--- config.mk ---
export PLATFORM = sky130hd
export DESIGN_NAME = ebuf_ctrl
export DESIGN_NICKNAME = d
export VERILOG_FILES = /design/src/sv/ebuf_pkg.sv /design/src/sv/ebuf_ctrl.sv
export SDC_FILE = /design/constraint.sdc
export NUM_CORES = 1
export LEC_CHECK = 0
export ABC_CLOCK_PERIOD_IN_PS = 2700
export BUFFER_PORTS_ARGS = -buffer_cell sky130_fd_sc_hd__buf_2
export CAP_MARGIN = 10
export CORE_MARGIN = 3
export CORE_UTILIZATION = 46
export DETAILED_ROUTE_END_ITERATION = 8
export GPL_ROUTABILITY_DRIVEN = 0
export GPL_TIMING_DRIVEN = 0
export PLACE_DENSITY = 0.79
export SYNTH_ARGS = -nofsm -noshare
export SYNTH_HDL_FRONTEND = slang
export SYNTH_SLANG_ARGS = --single-unit
--- constraint.sdc ---
create_clock -name clk_i -period 2.7 [get_ports clk_i]
set_input_delay 0.135 -clock clk_i [delete_from_list [all_inputs] [get_ports clk_i]]
set_output_delay 0.135 -clock clk_i [all_outputs]
set_load 0.005 [all_outputs]
--- src/sv/ebuf_pkg.sv ---
// Shared types, sizes and codes of the edit buffer with undo log.
package ebuf_pkg;

  localparam int TEXT_AW    = 14;
  localparam int TEXT_DEPTH = 1 << TEXT_AW;
  localparam int LEN_W      = TEXT_AW + 1;
  localparam int LOG_AW     = 10;
  localparam int LOG_DEPTH  = 1 << LOG_AW;
  localparam int LOG_DROP   = LOG_DEPTH / 4;
  localparam int CNT_W      = LOG_AW + 1;
  localparam int CHAR_W     = 8;
  localparam int GRP_W      = 7;
  localparam int LOG_W      = TEXT_AW + CHAR_W + 1 + GRP_W;
  localparam int MAXLEN_W   = 15;
  localparam logic [MAXLEN_W-1:0] MAXLEN_RST = MAXLEN_W'(12288);
  localparam logic [GRP_W-1:0]    GRP_RST    = GRP_W'(1);

  typedef enum logic [2:0] {
    OP_INSERT = 3'd0,
    OP_DELETE = 3'd1,
    OP_GROUP  = 3'd2,
    OP_UNDO   = 3'd3,
    OP_REDO   = 3'd4,
    OP_READ   = 3'd5,
    OP_SAVE   = 3'd6
  } op_e;

  typedef enum logic [2:0] {
    ST_OK      = 3'd0,
    ST_FULL    = 3'd1,
    ST_NO_UNDO = 3'd2,
    ST_NO_REDO = 3'd3,
    ST_BAD_POS = 3'd4
  } status_e;

  typedef enum logic [4:0] {
    ACT_NONE,
    ACT_LATCH,
    ACT_STATUS,
    ACT_GROUP_INC,
    ACT_CLEAN,
    ACT_FIRST,
    ACT_LOG_RD_UNDO,
    ACT_LOG_RD_REDO,
    ACT_UNDO_TAKE,
    ACT_REDO_TAKE,
    ACT_RAW_START,
    ACT_DEL_CAP,
    ACT_SHIFT,
    ACT_FIN,
    ACT_PUSH,
    ACT_DIRTY,
    ACT_TXT_RD,
    ACT_CAP_COUT,
    ACT_PUBLISH
  } act_e;

  typedef struct packed {
    act_e    act;
    status_e st;
  } ebuf_cmd_t;

  typedef struct packed {
    op_e  op;
    logic ins_bad;
    logic full;
    logic pos_bad;
    logic undo_empty;
    logic redo_empty;
    logic match;
    logic raw_ok;
    logic raw_ins;
    logic shift_done;
    logic out_free;
  } ebuf_stat_t;

endpackage

--- src/sv/ebuf_ctrl.sv ---
// Controller state machine that sequences every operation of the edit buffer.
module ebuf_ctrl (
  input  logic                clk_i,
  input  logic                rst_ni,
  input  logic                in_valid_i,
  output logic                in_stall_o,
  input  ebuf_pkg::ebuf_stat_t stat_i,
  output ebuf_pkg::ebuf_cmd_t  cmd_o
);
  import ebuf_pkg::*;

  typedef enum logic [14:0] {
    S_IDLE     = 15'b000000000000001,
    S_DISPATCH = 15'b000000000000010,
    S_U_RD     = 15'b000000000000100,
    S_U_CHK    = 15'b000000000001000,
    S_V_RD     = 15'b000000000010000,
    S_V_CHK    = 15'b000000000100000,
    S_R_START  = 15'b000000001000000,
    S_R_DCAP   = 15'b000000010000000,
    S_R_SHIFT  = 15'b000000100000000,
    S_R_FIN    = 15'b000001000000000,
    S_R_NEXT   = 15'b000010000000000,
    S_PUSH     = 15'b000100000000000,
    S_REP_END  = 15'b001000000000000,
    S_RD_CAP   = 15'b010000000000000,
    S_DONE     = 15'b100000000000000
  } state_e;

  state_e state_q, state_d;

  always_ff @(posedge clk_i or negedge rst_ni) begin
    if (!rst_ni) begin
      state_q <= S_IDLE;
    end else begin
      state_q <= state_d;
    end
  end

  assign in_stall_o = (state_q != S_IDLE);

  always_comb begin
    state_d    = state_q;
    cmd_o.act  = ACT_NONE;
    cmd_o.st   = ST_OK;
    case (state_q)
      S_IDLE: begin
        if (in_valid_i) begin
          cmd_o.act = ACT_LATCH;
          state_d   = S_DISPATCH;
        end
      end
      S_DISPATCH: begin
        state_d = S_DONE;
        case (stat_i.op)
          OP_INSERT: begin
            if (stat_i.ins_bad) begin
              cmd_o.act = ACT_STATUS;
              cmd_o.st  = ST_BAD_POS;
            end else if (stat_i.full) begin
              cmd_o.act = ACT_STATUS;
              cmd_o.st  = ST_FULL;
            end else begin
              state_d = S_R_START;
            end
          end
          OP_DELETE: begin
            if (stat_i.pos_bad) begin
              cmd_o.act = ACT_STATUS;
              cmd_o.st  = ST_BAD_POS;
            end else begin
              state_d = S_R_START;
            end
          end
          OP_GROUP: cmd_o.act = ACT_GROUP_INC;
          OP_UNDO: begin
            if (stat_i.undo_empty) begin
              cmd_o.act = ACT_STATUS;
              cmd_o.st  = ST_NO_UNDO;
            end else begin
              cmd_o.act = ACT_FIRST;
              state_d   = S_U_RD;
            end
          end
          OP_REDO: begin
            if (stat_i.redo_empty) begin
              cmd_o.act = ACT_STATUS;
              cmd_o.st  = ST_NO_REDO;
            end else begin
              cmd_o.act = ACT_FIRST;
              state_d   = S_V_RD;
            end
          end
          OP_READ: begin
            if (stat_i.pos_bad) begin
              cmd_o.act = ACT_STATUS;
              cmd_o.st  = ST_BAD_POS;
            end else begin
              cmd_o.act = ACT_TXT_RD;
              state_d   = S_RD_CAP;
            end
          end
          OP_SAVE: cmd_o.act = ACT_CLEAN;
          default: state_d = S_DONE;
        endcase
      end
      S_U_RD: begin
        cmd_o.act = ACT_LOG_RD_UNDO;
        state_d   = S_U_CHK;
      end
      S_U_CHK: begin
        if (stat_i.match) begin
          cmd_o.act = ACT_UNDO_TAKE;
          state_d   = S_R_START;
        end else begin
          state_d = S_REP_END;
        end
      end
      S_V_RD: begin
        cmd_o.act = ACT_LOG_RD_REDO;
        state_d   = S_V_CHK;
      end
      S_V_CHK: begin
        if (stat_i.match) begin
          cmd_o.act = ACT_REDO_TAKE;
          state_d   = S_R_START;
        end else begin
          state_d = S_REP_END;
        end
      end
      S_R_START: begin
        cmd_o.act = ACT_RAW_START;
        if (!stat_i.raw_ok) begin
          state_d = S_R_FIN;
        end else if (stat_i.raw_ins) begin
          state_d = S_R_SHIFT;
        end else begin
          state_d = S_R_DCAP;
        end
      end
      S_R_DCAP: begin
        cmd_o.act = ACT_DEL_CAP;
        state_d   = S_R_SHIFT;
      end
      S_R_SHIFT: begin
        cmd_o.act = ACT_SHIFT;
        if (stat_i.shift_done) begin
          state_d = S_R_FIN;
        end
      end
      S_R_FIN: begin
        cmd_o.act = ACT_FIN;
        state_d   = S_R_NEXT;
      end
      S_R_NEXT: begin
        case (stat_i.op)
          OP_UNDO: state_d = stat_i.undo_empty ? S_REP_END : S_U_RD;
          OP_REDO: state_d = stat_i.redo_empty ? S_REP_END : S_V_RD;
          default: state_d = S_PUSH;
        endcase
      end
      S_PUSH: begin
        cmd_o.act = ACT_PUSH;
        state_d   = S_DONE;
      end
      S_REP_END: begin
        cmd_o.act = ACT_DIRTY;
        state_d   = S_DONE;
      end
      S_RD_CAP: begin
        cmd_o.act = ACT_CAP_COUT;
        state_d   = S_DONE;
      end
      S_DONE: begin
        if (stat_i.out_free) begin
          cmd_o.act = ACT_PUBLISH;
          state_d   = S_IDLE;
        end
      end
      default: state_d = S_IDLE;
    endcase
  end

endmodule

==> results.py <==
metrics = {
    "run_status": {
        "status": "complete, no violations",
    },
    "sta": {
        "slew_viol_final": 0,
        "fin_tns_setup_ps": 0,
        "worstMarginPinSlew_ps": 713,
        "relSlewSlack_pct": 52.0,
        "period_needed_ps": 2470,
        "finalHoldViolCount": 0,
        "fmax_mhz": 405,
        "period_share_pct": 91.4,
        "final-setup-viol-count": 0,
        "rsz0062_at_grt": "false",
        "finClkSkew_ps": 5.63,
    },
    "detailed_routing": {
        "wl_per_cell_um": 15.8,
        "viasPerCell": 6.33,
        "wirelength_um": 3350,
        "dr.pass1.iters": 4,
        "drt-initial-drc-count": 82,
        "vias": 1342,
        "drc_errors": 0,
        "antenna_left": 0,
    },
    "yosys": {
        "syn_inst": 153,
        "yosysWarningCount": 0,
        "synth_top_cell_by_area": "dfrtp_1",
        "synth_seq_area_share_pct": 29.3,
        "synth_top_area_share_pct": 27.3,
        "syn_nets": 169,
        "synth.area.top_cells": "dfrtp_1 27%, nor2_1 4.4%, nor4b_1 4.1%",
        "syn_avg_cell_area_sq_um": 8.39,
        "synth_ff_type": "dfrtp_1",
        "syn-cell-area_sq_um": 1280,
        "ys_ff_latch": 15,
        "async_reset_ff_share_pct": 100,
        "synth_cell_type_count": 52,
        "synth-edff-count": 0,
    },
    "final_layout": {
        "area_growth_pct": 15.5,
        "nFillCells": 242,
        "fin_cells": 212,
        "drive_above_1_share_pct": 24.7,
        "reg_top3": "state_q x15",
        "regMostFlops": "state_q",
        "diodes": 0,
        "layout.nets": 199,
        "largest_reg_flops": 15,
        "multi_input_area_sq_um": 825,
        "regArea_sq_um": 377,
    },
    "cts": {
        "clkSinkCount": 15,
        "cts_tree": "done",
        "path_clk_slew_ps": 90,
        "cts.htree.levels": 1,
        "cts_buffer_depth": 2,
        "cts_buffers": 3,
        "clock-root-buffer": "clkbuf_4",
        "clk_latency_ps": 290,
    },
    "worst_hold_path": {
        "hold_class": "in2reg",
    },
    "critical_path": {
        "critical_path_class": "reg2out",
        "cp_max_fo": 7,
        "required_ps": 2570,
        "worstPathArrival_ps": 2330,
        "cp-start-kind": "register",
        "end_kind": "output port",
    },
    "place": {
        "placedCellCount": 206,
        "dp_hpwl_um": 2630,
        "portBuffers": 23,
    },
    "grt": {
        "grt_pass1_vias": 1332,
        "grt_pass1_wl_um": 5670,
        "grt_util_all_layers_pct": 21.3,
        "antenna_found_initial": 0,
        "grt_max_degree": 16,
        "grt.overflow.total": 0,
    },
    "power": {
        "p_leak_nw": 0.708,
        "peakVddDrop_mv": 0.301,
        "power_density_nw_per_um2": 468,
    },
    "die": {
        "rows": 18,
        "core-area_sq_um": 2570,
        "die_w_um": 58.8,
        "num_io_pins": 25,
        "design.die.area_sq_um": 3460,
        "initial_core_util_pct": 50.0,
        "die_h_um": 58.8,
    },
    "run": {
        "cap_violations": 0,
    },
}
-- repair_timing --
action | in CTS | in global routing
hold buffers | 1 | 1
endpoints found under the hold margin | 14 | 1
gates resized for setup | 0 | 0
buffers inserted | 0 | 0
-- synth_stat cells (2+ instances only) --
cell type	number
nor3b_1	2
o21a_1	2
clkbuf_1	3
nand3_1	3
a31oi_1	2
nor4_4	2
nor4b_1	6
buf_2	3
or2_2	2
nor4_2	2
or4_1	2
nand4_1	3
dfrtp_1	14
a32oi_1	2
nor2b_1	4
o21ai_0	8
and2_1	3
nor2_1	15
nor4_1	5
xor2_1	5
nor3_1	8
nand2_1	10
and3_1	2
nand2b_1	6
a21oi_1	5
o211ai_1	2
nor3_2	2
inv_1	6
-- final cells by class --
class | count | area share [%]
clock buffers | 4 | 1.77
repair buffers | 25 | 9.11
plain buffers | 9 | 4.05
flip-flops and latches | 15 | 25.4
multi-input cells | 123 | 55.6
well taps | 30 | 2.53
inverters | 6 | 1.52
-- through the flow --
step | instance area, sq um | power (W) | worst slack, ps | hold slack (ps) | utilization, %
final | 1480 | 0.000694 | 233 | 30.6 | 57.7
after global placement | 1440 | 0.000542 | 667 | 52.7 | 55.9
after CTS | 1470 | 0.000691 | 265 | 2.38 | 57.4
after global routing | 1480 | 0.000739 | 106 | 29.8 | 57.7
after detailed placement | 1440 | 0.000557 | 607 | 60.5 | 55.9
after floorplan | 1280 | 0.000464 | 950 | -161 | -
-- cell families (layout without fill, tap and decap cells) --
| logic type | after synthesis | after routing | share of synthesized area (%) |
|---|---|---|---|
| buf+inv | 15 | 44 | 6.43 |
| xor+xnor | 5 | 5 | 3.41 |
| simple gates | 87 | 87 | 44.5 |
| flops | 15 | 15 | 29.3 |
| compound gates | 31 | 31 | 16.3 |
-- routing by layer --
metal | global-route usage [%] | share of wire (%)
met2 | 36.8 | 49
met4 | 11.0 | 3.4
met1 | 25.1 | 40
met3 | 3.51 | 7.4
met5 | 0 | 0
-- power by group --
part           leakage [nW]  switching, W  internal (W)
logic                 0.488      0.000163      0.000118
registers             0.205     0.0000314      0.000249
clock network        0.0150     0.0000754     0.0000575
-- layout by cell type (no fill, tap or decap), types with 3 or more instances in the layout --
cell type,synthesis,routed
buf_2,3,26
nor2_1,15,15
dfrtp_1,14,14
nand2_1,10,10
o21ai_0,8,8
nor3_1,8,8
nor4b_1,6,6
inv_1,6,6
nand2b_1,6,6
nor4_1,5,5
xor2_1,5,5
a21oi_1,5,5
clkbuf_1,3,4
nor2b_1,4,4
and2_1,3,3
nand3_1,3,3
nand4_1,3,3
clkbuf_4,0,3
-- worst max-delay path, cell delays in order (launching register included) --
cell and delay (ps):
dfrtp_1 470, nor4_2 690, and3_1 300, nor2b_1 190, nand3_1 120, o2111ai_1 120, buf_2 150
-- worst paths after layout --
path	startpoint	end	slack, ps	cells after the start
min in group asynchronous	rst_ni	state_q[10]	270	2
worst min-delay path	stat_i[3]	state_q[9]	30	2
worst max-delay path	state_q[3]	cmd_o[5]	230	6
worst min register to register	state_q[9]	state_q[10]	690	3
worst max register to register	state_q[3]	state_q[0]	540	5
max in group asynchronous	rst_ni	state_q[0]	2130	2
Note: power is estimated with default switching activity, not from simulation.
